$ cat src/design/srm_pkg.sv
// shared constants and types for the sorted run merger
// no dependencies; used by the top level, loader, merge unit and bench
`default_nettype none

package srm_pkg;

    localparam int RUN_DEPTH = 32;
    localparam int DATA_W    = 32;
    localparam int ADDR_W    = (RUN_DEPTH > 1) ? $clog2(RUN_DEPTH) : 1;
    localparam int CNT_W     = $clog2(RUN_DEPTH + 1);

    // run fill status handed from the loader to the merge unit
    typedef struct packed {
        logic [CNT_W-1:0] count_a;
        logic [CNT_W-1:0] count_b;
        logic             overflow;
    } srm_status_t;

endpackage

`default_nettype wire

$ cat src/design/sorted_run_merger_top.sv
// sorted run merger: loads two ascending runs, then emits their stable merge
// after tlast is taken: ST_PRIME, ST_MERGE, then the first merged word is registered
// throughput: one loaded word per cycle; one merged word per cycle while m_tready is high,
//   set by the one read port of each run memory; s_tready is low from tlast to last result
// reset: counts, overflow flag, state and output valid clear; run memories are not cleared
// depends on srm_pkg, srm_ram, srm_loader, srm_merge
`default_nettype none

module sorted_run_merger_top (
    input  wire logic        clk,
    input  wire logic        rst_n,
    input  wire logic        s_tvalid,
    output logic             s_tready,
    input  wire logic [31:0] s_tdata,   // [31:0] element
    input  wire logic [1:0]  s_tuser,   // [0] run_select, [1] carries_element
    input  wire logic        s_tlast,   // final_item
    output logic             m_tvalid,
    input  wire logic        m_tready,
    output logic      [31:0] m_tdata,   // [31:0] merged_value
    output logic             m_tuser,   // [0] overflowed
    output logic             m_tlast    // last_of_run
);

    srm_pkg::srm_status_t          status;
    logic                          accept;
    logic                          we_a, we_b;
    logic [srm_pkg::ADDR_W-1:0]    waddr_a, waddr_b;
    logic [srm_pkg::ADDR_W-1:0]    raddr_a, raddr_b;
    logic [srm_pkg::DATA_W-1:0]    rdata_a, rdata_b;
    logic                          start;
    logic                          clear;
    logic                          idle;

    assign s_tready = idle;
    assign accept   = s_tvalid && idle;

    srm_loader u_loader (
        .clk             (clk),
        .rst_n           (rst_n),
        .accept          (accept),
        .run_select      (s_tuser[0]),
        .carries_element (s_tuser[1]),
        .final_item      (s_tlast),
        .clear           (clear),
        .we_a            (we_a),
        .we_b            (we_b),
        .waddr_a         (waddr_a),
        .waddr_b         (waddr_b),
        .start           (start),
        .status          (status)
    );

    srm_ram #(
        .WIDTH (srm_pkg::DATA_W),
        .DEPTH (srm_pkg::RUN_DEPTH)
    ) u_ram_a (
        .clk   (clk),
        .we    (we_a),
        .waddr (waddr_a),
        .wdata (s_tdata),
        .raddr (raddr_a),
        .rdata (rdata_a)
    );

    srm_ram #(
        .WIDTH (srm_pkg::DATA_W),
        .DEPTH (srm_pkg::RUN_DEPTH)
    ) u_ram_b (
        .clk   (clk),
        .we    (we_b),
        .waddr (waddr_b),
        .wdata (s_tdata),
        .raddr (raddr_b),
        .rdata (rdata_b)
    );

    srm_merge u_merge (
        .clk      (clk),
        .rst_n    (rst_n),
        .start    (start),
        .status   (status),
        .rdata_a  (rdata_a),
        .rdata_b  (rdata_b),
        .raddr_a  (raddr_a),
        .raddr_b  (raddr_b),
        .clear    (clear),
        .idle     (idle),
        .m_tvalid (m_tvalid),
        .m_tready (m_tready),
        .m_tdata  (m_tdata),
        .m_tlast  (m_tlast),
        .m_tuser  (m_tuser)
    );

endmodule

`default_nettype wire

$ cat src/design/srm_ram.sv
// generic single-write, single-read ram with registered read data
// no dependencies
`default_nettype none

module srm_ram #(
    parameter int WIDTH = 32,
    parameter int DEPTH = 32
) (
    input  wire logic                                       clk,
    input  wire logic                                       we,
    input  wire logic [((DEPTH > 1) ? $clog2(DEPTH) : 1)-1:0] waddr,
    input  wire logic [WIDTH-1:0]                           wdata,
    input  wire logic [((DEPTH > 1) ? $clog2(DEPTH) : 1)-1:0] raddr,
    output logic      [WIDTH-1:0]                           rdata
);

    logic [WIDTH-1:0] mem_reg [DEPTH];
    logic [WIDTH-1:0] rdata_reg;

    always_ff @(posedge clk)
    begin
        if (we)
        begin
            mem_reg[waddr] <= wdata;
        end
        rdata_reg <= mem_reg[raddr];
    end

    assign rdata = rdata_reg;

endmodule

`default_nettype wire

$ cat src/design/srm_loader.sv
// loader: appends input words to the two run memories, keeps counts and overflow
// depends on srm_pkg
`default_nettype none

module srm_loader (
    input  wire logic                      clk,
    input  wire logic                      rst_n,
    input  wire logic                      accept,
    input  wire logic                      run_select,
    input  wire logic                      carries_element,
    input  wire logic                      final_item,
    input  wire logic                      clear,
    output logic                           we_a,
    output logic                           we_b,
    output logic [srm_pkg::ADDR_W-1:0]     waddr_a,
    output logic [srm_pkg::ADDR_W-1:0]     waddr_b,
    output logic                           start,
    output srm_pkg::srm_status_t           status
);

    logic [srm_pkg::CNT_W-1:0] count_a_reg, count_a_next;
    logic [srm_pkg::CNT_W-1:0] count_b_reg, count_b_next;
    logic                      overflow_reg, overflow_next;
    logic                      full_a, full_b;

    assign full_a = (count_a_reg == srm_pkg::CNT_W'(srm_pkg::RUN_DEPTH));
    assign full_b = (count_b_reg == srm_pkg::CNT_W'(srm_pkg::RUN_DEPTH));

    always_comb
    begin
        count_a_next  = count_a_reg;
        count_b_next  = count_b_reg;
        overflow_next = overflow_reg;
        we_a          = 1'b0;
        we_b          = 1'b0;
        if (clear)
        begin
            count_a_next  = '0;
            count_b_next  = '0;
            overflow_next = 1'b0;
        end
        else if (accept && carries_element)
        begin
            if (!run_select)
            begin
                if (full_a)
                begin
                    overflow_next = 1'b1;
                end
                else
                begin
                    we_a         = 1'b1;
                    count_a_next = count_a_reg + 1'b1;
                end
            end
            else
            begin
                if (full_b)
                begin
                    overflow_next = 1'b1;
                end
                else
                begin
                    we_b         = 1'b1;
                    count_b_next = count_b_reg + 1'b1;
                end
            end
        end
    end

    always_ff @(posedge clk or negedge rst_n)
    begin
        if (!rst_n)
        begin
            count_a_reg  <= '0;
            count_b_reg  <= '0;
            overflow_reg <= 1'b0;
        end
        else
        begin
            count_a_reg  <= count_a_next;
            count_b_reg  <= count_b_next;
            overflow_reg <= overflow_next;
        end
    end

    assign waddr_a         = count_a_reg[srm_pkg::ADDR_W-1:0];
    assign waddr_b         = count_b_reg[srm_pkg::ADDR_W-1:0];
    assign start           = accept && final_item;
    assign status.count_a  = count_a_reg;
    assign status.count_b  = count_b_reg;
    assign status.overflow = overflow_reg;

endmodule

`default_nettype wire

$ cat src/design/srm_merge.sv
// merge unit: walks both run memories, emits the stable ascending merge
// depends on srm_pkg; reads the memories through their registered read port
`default_nettype none

module srm_merge (
    input  wire logic                          clk,
    input  wire logic                          rst_n,
    input  wire logic                          start,
    input  wire srm_pkg::srm_status_t          status,
    input  wire logic [srm_pkg::DATA_W-1:0]    rdata_a,
    input  wire logic [srm_pkg::DATA_W-1:0]    rdata_b,
    output logic      [srm_pkg::ADDR_W-1:0]    raddr_a,
    output logic      [srm_pkg::ADDR_W-1:0]    raddr_b,
    output logic                               clear,
    output logic                               idle,
    output logic                               m_tvalid,
    input  wire logic                          m_tready,
    output logic      [srm_pkg::DATA_W-1:0]    m_tdata,
    output logic                               m_tlast,
    output logic                               m_tuser
);

    typedef enum logic [1:0] {
        ST_IDLE,
        ST_PRIME,
        ST_MERGE
    } state_t;

    state_t                     state_reg, state_next;
    logic [srm_pkg::CNT_W-1:0]  a_reg, a_next;
    logic [srm_pkg::CNT_W-1:0]  b_reg, b_next;
    logic                       valid_reg, valid_next;
    logic [srm_pkg::DATA_W-1:0] data_reg, data_next;
    logic                       last_reg, last_next;
    logic                       ovf_reg, ovf_next;
    logic                       slot_free;
    logic                       take_a;

    assign slot_free = !valid_reg || m_tready;

    // stable pick: first run wins on equal values
    assign take_a = (a_reg < status.count_a) &&
                    ((b_reg >= status.count_b) ||
                     ($signed(rdata_a) <= $signed(rdata_b)));

    always_comb
    begin
        state_next = state_reg;
        a_next     = a_reg;
        b_next     = b_reg;
        valid_next = valid_reg && !m_tready;
        data_next  = data_reg;
        last_next  = last_reg;
        ovf_next   = ovf_reg;
        clear      = 1'b0;
        unique case (state_reg)
            ST_IDLE:
            begin
                if (start)
                begin
                    state_next = ST_PRIME;
                end
            end
            ST_PRIME:
            begin
                // memories now show entry zero of each run
                if (status.count_a == '0 && status.count_b == '0)
                begin
                    clear      = 1'b1;
                    state_next = ST_IDLE;
                end
                else
                begin
                    state_next = ST_MERGE;
                end
            end
            ST_MERGE:
            begin
                if (slot_free)
                begin
                    if (take_a)
                    begin
                        a_next    = a_reg + 1'b1;
                        data_next = rdata_a;
                    end
                    else
                    begin
                        b_next    = b_reg + 1'b1;
                        data_next = rdata_b;
                    end
                    valid_next = 1'b1;
                    ovf_next   = status.overflow;
                    last_next  = (a_next == status.count_a) && (b_next == status.count_b);
                    if (last_next)
                    begin
                        clear      = 1'b1;
                        a_next     = '0;
                        b_next     = '0;
                        state_next = ST_IDLE;
                    end
                end
            end
            default:
            begin
                state_next = ST_IDLE;
            end
        endcase
    end

    always_ff @(posedge clk or negedge rst_n)
    begin
        if (!rst_n)
        begin
            state_reg <= ST_IDLE;
            a_reg     <= '0;
            b_reg     <= '0;
            valid_reg <= 1'b0;
            data_reg  <= '0;
            last_reg  <= 1'b0;
            ovf_reg   <= 1'b0;
        end
        else
        begin
            state_reg <= state_next;
            a_reg     <= a_next;
            b_reg     <= b_next;
            valid_reg <= valid_next;
            data_reg  <= data_next;
            last_reg  <= last_next;
            ovf_reg   <= ovf_next;
        end
    end

    // read the head the next cycle will compare
    assign raddr_a  = a_next[srm_pkg::ADDR_W-1:0];
    assign raddr_b  = b_next[srm_pkg::ADDR_W-1:0];
    assign idle     = (state_reg == ST_IDLE);
    assign m_tvalid = valid_reg;
    assign m_tdata  = data_reg;
    assign m_tlast  = last_reg;
    assign m_tuser  = ovf_reg;

endmodule

`default_nettype wire

$ cat config.mk
export PLATFORM = sky130hd
export DESIGN_NAME = sorted_run_merger_top
export DESIGN_NICKNAME = d
export VERILOG_FILES = /design/src/design/srm_pkg.sv /design/src/design/sorted_run_merger_top.sv /design/src/design/srm_ram.sv /design/src/design/srm_loader.sv /design/src/design/srm_merge.sv
export SDC_FILE = /design/constraint.sdc
export NUM_CORES = 2
export LEC_CHECK = 0
export BUFFER_PORTS_ARGS = -buffer_cell sky130_fd_sc_hd__buf_2
export CAP_MARGIN = 20
export CORE_MARGIN = 4
export CORE_UTILIZATION = 25
export CTS_CLUSTER_SIZE = 30
export DETAILED_ROUTE_END_ITERATION = 10
export PLACE_DENSITY = 0.48
export SYNTH_ARGS = -nofsm -noshare
export SYNTH_HDL_FRONTEND = slang
export SYNTH_SLANG_ARGS = --single-unit
$ cat constraint.sdc
create_clock -name clk -period 14.8 [get_ports clk]
set_input_delay 0.74 -clock clk [delete_from_list [all_inputs] [get_ports clk]]
set_output_delay 0.74 -clock clk [all_outputs]
set_load 0.02 [all_outputs]
## After elaboration in Yosys (flattened, before gate mapping)

Memories as Yosys holds them, arrays and structs flattened. A register that Yosys moved wholly into a read port is not among the register bits.
Cells that the tools add are included.

- Memories: 2
- Bits in registers: 62
- Bits in latches: 0
- Memory bits (writable): 2,048
- Bits of input ports: 39
- ROM bits: 0
- Word-level logic and storage cells: 105
- Output and inout bits: 36

Memory list:

| name | depth | bits a word | read ports | clocked after memory_dff | write ports | RTL line | text |
|---|---|---|---|---|---|---|---|
| u_ram_a.mem_reg | 32 | 32 | 1 | 1 | 1 | srm_ram.sv:17 | `logic [WIDTH-1:0] mem_reg [DEPTH];` |
| u_ram_b.mem_reg | 32 | 32 | 1 | 1 | 1 | srm_ram.sv:17 |  |

- Multipliers: 0
- Eq/ne operators: 13
- Shift operators: 0
- Div/mod/pow operators: 0
- Multiplexer cells: 49
- Bitwise gates (word level): 0
- $lt $le $gt $ge: 3
- Add/sub/neg operators: 4
- Reductions and logical operators: 22

Operators by type and width:

| kind | count |
|---|---|
| 2-to-1 mux 6 bit | 16 |
| <= comparator 32 bit | 1 |
| 2-to-1 mux 32 bit | 1 |
| adder 6 x 1 -> 6 bit, second input constant | 4 |
| 2-to-1 mux 1 bit | 22 |
| 2-to-1 mux 5 bit | 4 |
| == test 6 bit | 2 |
| == test 6 bit, second input constant | 2 |
| zero test 6 bit | 2 |
| AND reduction 3 bit | 4 |
| 2-to-1 mux 2 bit | 4 |
| logical AND 1 bit | 7 |
| greater-or-equal comparator 6 bit | 1 |
| < comparator 6 bit | 1 |
| != test 2 x 1 -> 1 bit, second input constant | 3 |
| != test 2 bit, second input constant | 3 |
| one-hot mux 2 bit (3 select lines) | 1 |
| nonzero test 2 bit | 2 |
| != test 3 x 1 -> 1 bit, second input constant | 1 |
| nonzero test 3 bit | 1 |
| == test 2 x 1 -> 1 bit, second input constant | 1 |
| == test 2 bit, second input constant | 1 |
| zero test 1 bit | 2 |
| zero test 2 bit | 1 |
| other kinds (3) | 4 |

## Longest topological paths before layout

- Depth after elaboration: 14
- Depth in mapped cells: 28
- Mapped depth without buffers: 19

## Modules after synthesis

From an unflattened synthesis, not the netlist that was laid out.

- Cells, all modules: 5,109
- Area total of the unflattened synthesis: 85,728.5 µm²

Modules (own cells, without submodules):

| module | times used | sequential area each (µm²) | cells each | area an instance (µm²) |
|---|---|---|---|---|
| srm_ram | 2 | 31,390.1 | 2,260 | 40,485.1 |
| srm_merge | 1 | 1,226.2 | 498 | 3,911.3 |
| srm_loader | 1 | 325.3 | 90 | 840.8 |
| sorted_run_merger_top | 1 | 0.0 | 1 | 6.3 |

## Worst setup path after synthesis

No wires, ideal clock.

- Kind: reg-to-reg
- Start point: reg u_merge.b_reg[0] in the netlist's numbering
- End point: mem u_ram_b.mem_reg[12][0] (enable)
- Cell stages (with the launch flop): 26
- Path buffers: 9
- Data required time: 14.379 ns
- Slack: 8.292 ns
- Setup time: 0.421 ns
- Period minus slack after synthesis: 6.508 ns
- Arrival: 6.087 ns
- Cell sequence: dfrtp_1 inv_1 clkbuf_1 clkbuf_1 clkbuf_1 clkbuf_1 ha_1 nor2b_1 o21ai_0 nand4_1 nand3_1 inv_1 o21a_1 buf_2 a211oi_1 nor2_1 nor4_4 buf_2 buf_2 nand2_1 clkbuf_1 clkbuf_1 nand2_1 nand2_1 nand3_1 nor2_1

- Word-level cells in the longest chain between the ends: 14
- Elaborated cells on any way between the ends: 19
- Those cells by class: add/sub (1); order compare (1); eq/ne (2); mux (12); reduce/logical (3)

RTL lines:

| item | RTL line | text |
|---|---|---|
| start: declaration | srm_merge.sv:31 | `logic [srm_pkg::CNT_W-1:0] b_reg, b_next;` |
| start signal: assignment | srm_merge.sv:126 | `b_reg <= b_next;` |
| greater-or-equal comparator 6 bit | srm_merge.sv:43 | `((b_reg >= status.count_b) \|\|` |
| logical OR 1 bit | srm_merge.sv:43 |  |
| logical AND 1 bit | srm_merge.sv:42 | `assign take_a = (a_reg < status.count_a) &&` |
| 2-to-1 mux 6 bit | srm_merge.sv:81 | `if (take_a)` |
| 2-to-1 mux 6 bit | srm_merge.sv:79 | `if (slot_free)` |
| 2-to-1 mux 6 bit | srm_merge.sv:56 | `unique case (state_reg)` |
| == test 6 bit | srm_merge.sv:93 | `last_next = (a_next == status.count_a) && (b_next == status.count_b);` |
| logical AND 1 bit * | srm_merge.sv:93 |  |
| 2-to-1 mux 1 bit * | srm_merge.sv:94 | `if (last_next)` |
| 2-to-1 mux 1 bit * | srm_merge.sv:79 |  |
| one-hot mux 1 bit (2 select lines) * | srm_merge.sv:56 |  |
| 2-to-1 mux 1 bit * | srm_loader.sv:36 | `if (clear)` |
| 2-to-1 mux 1 bit * | srm_ram.sv:22 | `if (we)` |
| 2-to-1 mux 1 bit (implied by the code) * | srm_ram.sv:24 | `mem_reg[waddr] <= wdata;` |
| end: declaration | srm_ram.sv:17 |  |

Every way passes the cells marked *; elsewhere a longest branch is shown, timed or not. The select of a mux whose other input is x is not followed.

## Worst setup path in the final report

- Start point: reg u_ram_b.rdata_reg[16] (netlist: u_ram_b.rdata[16]), read port of u_ram_b.mem_reg
- End point: reg u_ram_b.rdata_reg[6] (netlist: u_ram_b.rdata[6]), read port of u_ram_b.mem_reg

- Word-level cells in the longest chain between the ends: 11
- Elaborated cells on any way between the ends: 15
- Those cells by class: order compare (1); eq/ne (2); mux (9); reduce/logical (3)

RTL lines:

| item | RTL line | text |
|---|---|---|
| start: declaration | srm_ram.sv:18 | `logic [WIDTH-1:0] rdata_reg;` |
| <= comparator 32 bit * | srm_merge.sv:44 | `($signed(rdata_a) <= $signed(rdata_b)));` |
| logical OR 1 bit * | srm_merge.sv:43 |  |
| logical AND 1 bit * | srm_merge.sv:42 |  |
| 2-to-1 mux 6 bit | srm_merge.sv:81 |  |
| 2-to-1 mux 6 bit | srm_merge.sv:79 |  |
| 2-to-1 mux 6 bit | srm_merge.sv:56 |  |
| == test 6 bit | srm_merge.sv:93 |  |
| logical AND 1 bit | srm_merge.sv:93 |  |
| 2-to-1 mux 6 bit * | srm_merge.sv:94 |  |
| 2-to-1 mux 5 bit * | srm_merge.sv:79 |  |
| 2-to-1 mux 5 bit * | srm_merge.sv:56 |  |

Marks and branches as above.
A chain may end at the register's enable or synchronous reset.

==> impl_metrics.env <==
export IMPL_status="completed"
export IMPL_finalSetupViolations=0
export IMPL_gp_congestion=0.845
export IMPL_final_layout_size_suffix_gt1_share_pct=11.6
export IMPL_wl_um=434000
export IMPL_drc=0
export IMPL_cts_htree_levels=4
export IMPL_critPathArrivalTime_ns=9.87
export IMPL_area_delta_synth_final_pct=13.7
export IMPL_synth_seq_cells=2174
export IMPL_slew_headroom_pct=15.9
export IMPL_cpPeakStageDelay_ns=1.21
export IMPL_cp_end_kind="flip-flop"
export IMPL_min_path_type="in2reg"
export IMPL_grt_usage_pct=19.3
export IMPL_place_ws_ns=5.96
export IMPL_synth_most_common_cell="edfxtp_1"
export IMPL_required_ns=15.49
export IMPL_synth_cells=8879
export IMPL_fmax_mhz=109
export IMPL_path_class="reg2reg"
export IMPL_fin_crit_sh_pct=62.0
export IMPL_ys_top_cells_by_count="2048 x edfxtp_1, 1013 x nor2_1, 860 x o22ai_1"
export IMPL_grt_overflow_total=0
export IMPL_wl_met1_um=179000
export IMPL_nets=8678
export IMPL_cpMaxStageDelayCell="or4_2"
export IMPL_syn_nets=8974
export IMPL_cellPowerDensity_nw_per_um2=242
export IMPL_rsz0062_at_grt="no"
export IMPL_insertion_delay_ns=0.94
export IMPL_ir_drop_mv=0.276
export IMPL_post_route_min_period_ns=9.18
export IMPL_worstSetupStartpointType="flip-flop"
export IMPL_power_leakage_nw=35.4
export IMPL_maxCapViolations=0
export IMPL_grt_max_degree=177
export IMPL_antenna_found_initial=35
export IMPL_cts_max_path_buffers=4
export IMPL_first_global_vias=80782
export IMPL_dp_hpwl_um=234000
export IMPL_dr_pass1_iters=6
export IMPL_cp_max_fo=37
export IMPL_met2_length_um=196000
export IMPL_ys_warn_count=0
export IMPL_async_reset_ff_share_pct=2.85
export IMPL_clk_pin_slew_ns=0.06
export IMPL_synth_edf_count=2048
export IMPL_dieArea_sq_um=428000
export IMPL_grt_pass1_wl_um=609000
export IMPL_dr_wl_met3_um=40400
export IMPL_core_area_sq_um=415000
export IMPL_power_total_mw=28.7
export IMPL_timing_setup_tns_ns=0
export IMPL_final_antenna_net_count=0
export IMPL_top_layer="met5"
export IMPL_vias_per_cell=6.00
export IMPL_worstPathCellList="inv_1, ha_1, a21oi_1, o21ai_0, a22oi_1, nor4b_1, a31oi_1, o21ai_1, a31o_2, nand4_1, or4_2, buf_4, nand3_2, buf_4, buf_4, and2_1, o221ai_1, a31oi_1, o21ai_0, nor4_2"
export IMPL_dieWidth_um=654
export IMPL_root_buffer="clkbuf_16"
export IMPL_cts_num_sinks=2174
export IMPL_netlist_area_leader_share_pct=58.9
export IMPL_avgSynthCellArea_sq_um=11.8
export IMPL_avgRoutedWirePerCell_um=30.5
export IMPL_die_y_um=654
export IMPL_yosys_most_used_dff="edfxtp_1"
export IMPL_synth_top_area_cell="edfxtp_1"
export IMPL_hold_slack_ns=0.129
export IMPL_numCtsBuffers=230
export IMPL_synth_distinct_cells=80
export IMPL_finalMaxSlewViolations=0
export IMPL_synth_area_sq_um=104000
export IMPL_worst_slack_ns=5.62
export IMPL_tightest_slew_ns=1.25
export IMPL_rows=236
export IMPL_vias=85424
export IMPL_first_iter_violations=12939
export IMPL_cpMostUsedCell="buf_4"
export IMPL_tritoncts="built"
export IMPL_io_pins=75
export IMPL_seq_area_frac_synth_pct=61.7
export IMPL_port_buffer_count=74
export IMPL_netlist_top_cells_area="edfxtp_1 59%, o22ai_1 5.2%, o221ai_1 4.6%"
export IMPL_hold_violations=0
export IMPL_final_setup_skew_ns=0.0688
export IMPL_initial_core_util_pct=25.2
[per-stage QoR]
stage	area [sq um]	instances	utilization (%)
6_report	119000	14249	28.6
5_1_grt	119000	14242	28.6
4_1_cts	119000	14240	28.6
3_5_place_dp	111000	13822	26.9
3_3_place_gp	111000	13815	26.8
2_1_floorplan	104000	8879	-
[path summary, 6_finish.rpt]
check	start	to	slack, ns	cells after the start
max in group asynchronous	rst_n	u_merge.b_reg[0]	13.45	2
min in group asynchronous	rst_n	u_merge.a_reg[0]	0.52	2
worst max-delay path	u_ram_b.rdata[16]	u_ram_b.rdata[6]	5.62	20
worst min-delay path	s_tdata[0]	u_ram_b.mem_reg[10][0]	0.13	1
worst min register to register	u_ram_b.rdata[31]	u_merge.m_tdata[31]	0.48	2
worst max register to register	u_ram_b.rdata[16]	u_ram_b.rdata[6]	5.62	20
[metal layers]
| layer | vias up | GRT usage, % |
|---|---|---|
| met5 | - | 0 |
| met4 | 12 | 7.78 |
| met3 | 902 | 3.20 |
| met2 | 5151 | 30.4 |
| met1 | 43747 | 26.4 |
| li1 | 35612 | - |
[critical path: cells and delay by family, from the launching register on]
kind | cells | cell delay (ns)
buffers and inverters | 4 | 1.33
adders and majority gates | 1 | 0.20
and+or+nand+nor | 6 | 3.86
DFF | 1 | 0.67
AOI/OAI and AO/OA | 9 | 2.75
[area by class of cell]
cell class | count | area [sq um]
Timing Repair Buffer | 358 | 2800
Clock buffer | 308 | 6270
Fill cell | 42039 | 296000
Antenna cell | 7 | 17.5
Tap cell | 5474 | 6850
Clock inverter | 109 | 967
Inverter | 64 | 259
Sequential cell | 2174 | 64300
Multi-Input combinational cell | 5755 | 37100
[kinds of logic (layout without fill, tap and decap cells)]
| kind of cell | Yosys count | count (layout) | synth area share (%) |
|---|---|---|---|
| buffers and inverters | 950 | 839 | 3.61 |
| and+or+nand+nor | 2056 | 2056 | 8.71 |
| other | 0 | 7 | 0 |
| muxes | 138 | 138 | 1.40 |
| xor gates and xnor gates | 27 | 27 | 0.227 |
| AOI/OAI and AO/OA | 3478 | 3478 | 23.7 |
| adders and majority gates | 56 | 56 | 0.672 |
| DFF | 2174 | 2174 | 61.7 |
[timing repair]
| action | 4_1_cts | 5_1_grt |
|---|---|---|
| hold buffers | 1 | 0 |
| gates resized for setup | 0 | 0 |
| buffers inserted | 0 | 0 |
| endpoints found under the hold margin | 23 | 0 |
[layout by cell type, fill, tap and decap left out, types with 108 or more instances in the layout]
cell type and n:
edfxtp_1 2048, nor2_1 942, o22ai_1 859, o221ai_1 544
o21ai_0 539, nor3_1 385, nand2_1 295, a21oi_1 291
buf_4 263, clkbuf_16 232, a211oi_1 173, o221a_2 137
o211ai_1 112, o32a_1 108
[where the power goes]
part / switching, mW / internal, mW / total [mW]
clock network: 2.54 / 3.25 / 5.79
registers: 0.335 / 6.98 / 7.31
logic: 10.9 / 4.73 / 15.6
total: 13.8 / 15.0 / 28.7
No activity file was read; power rests on OpenSTA's default activity.
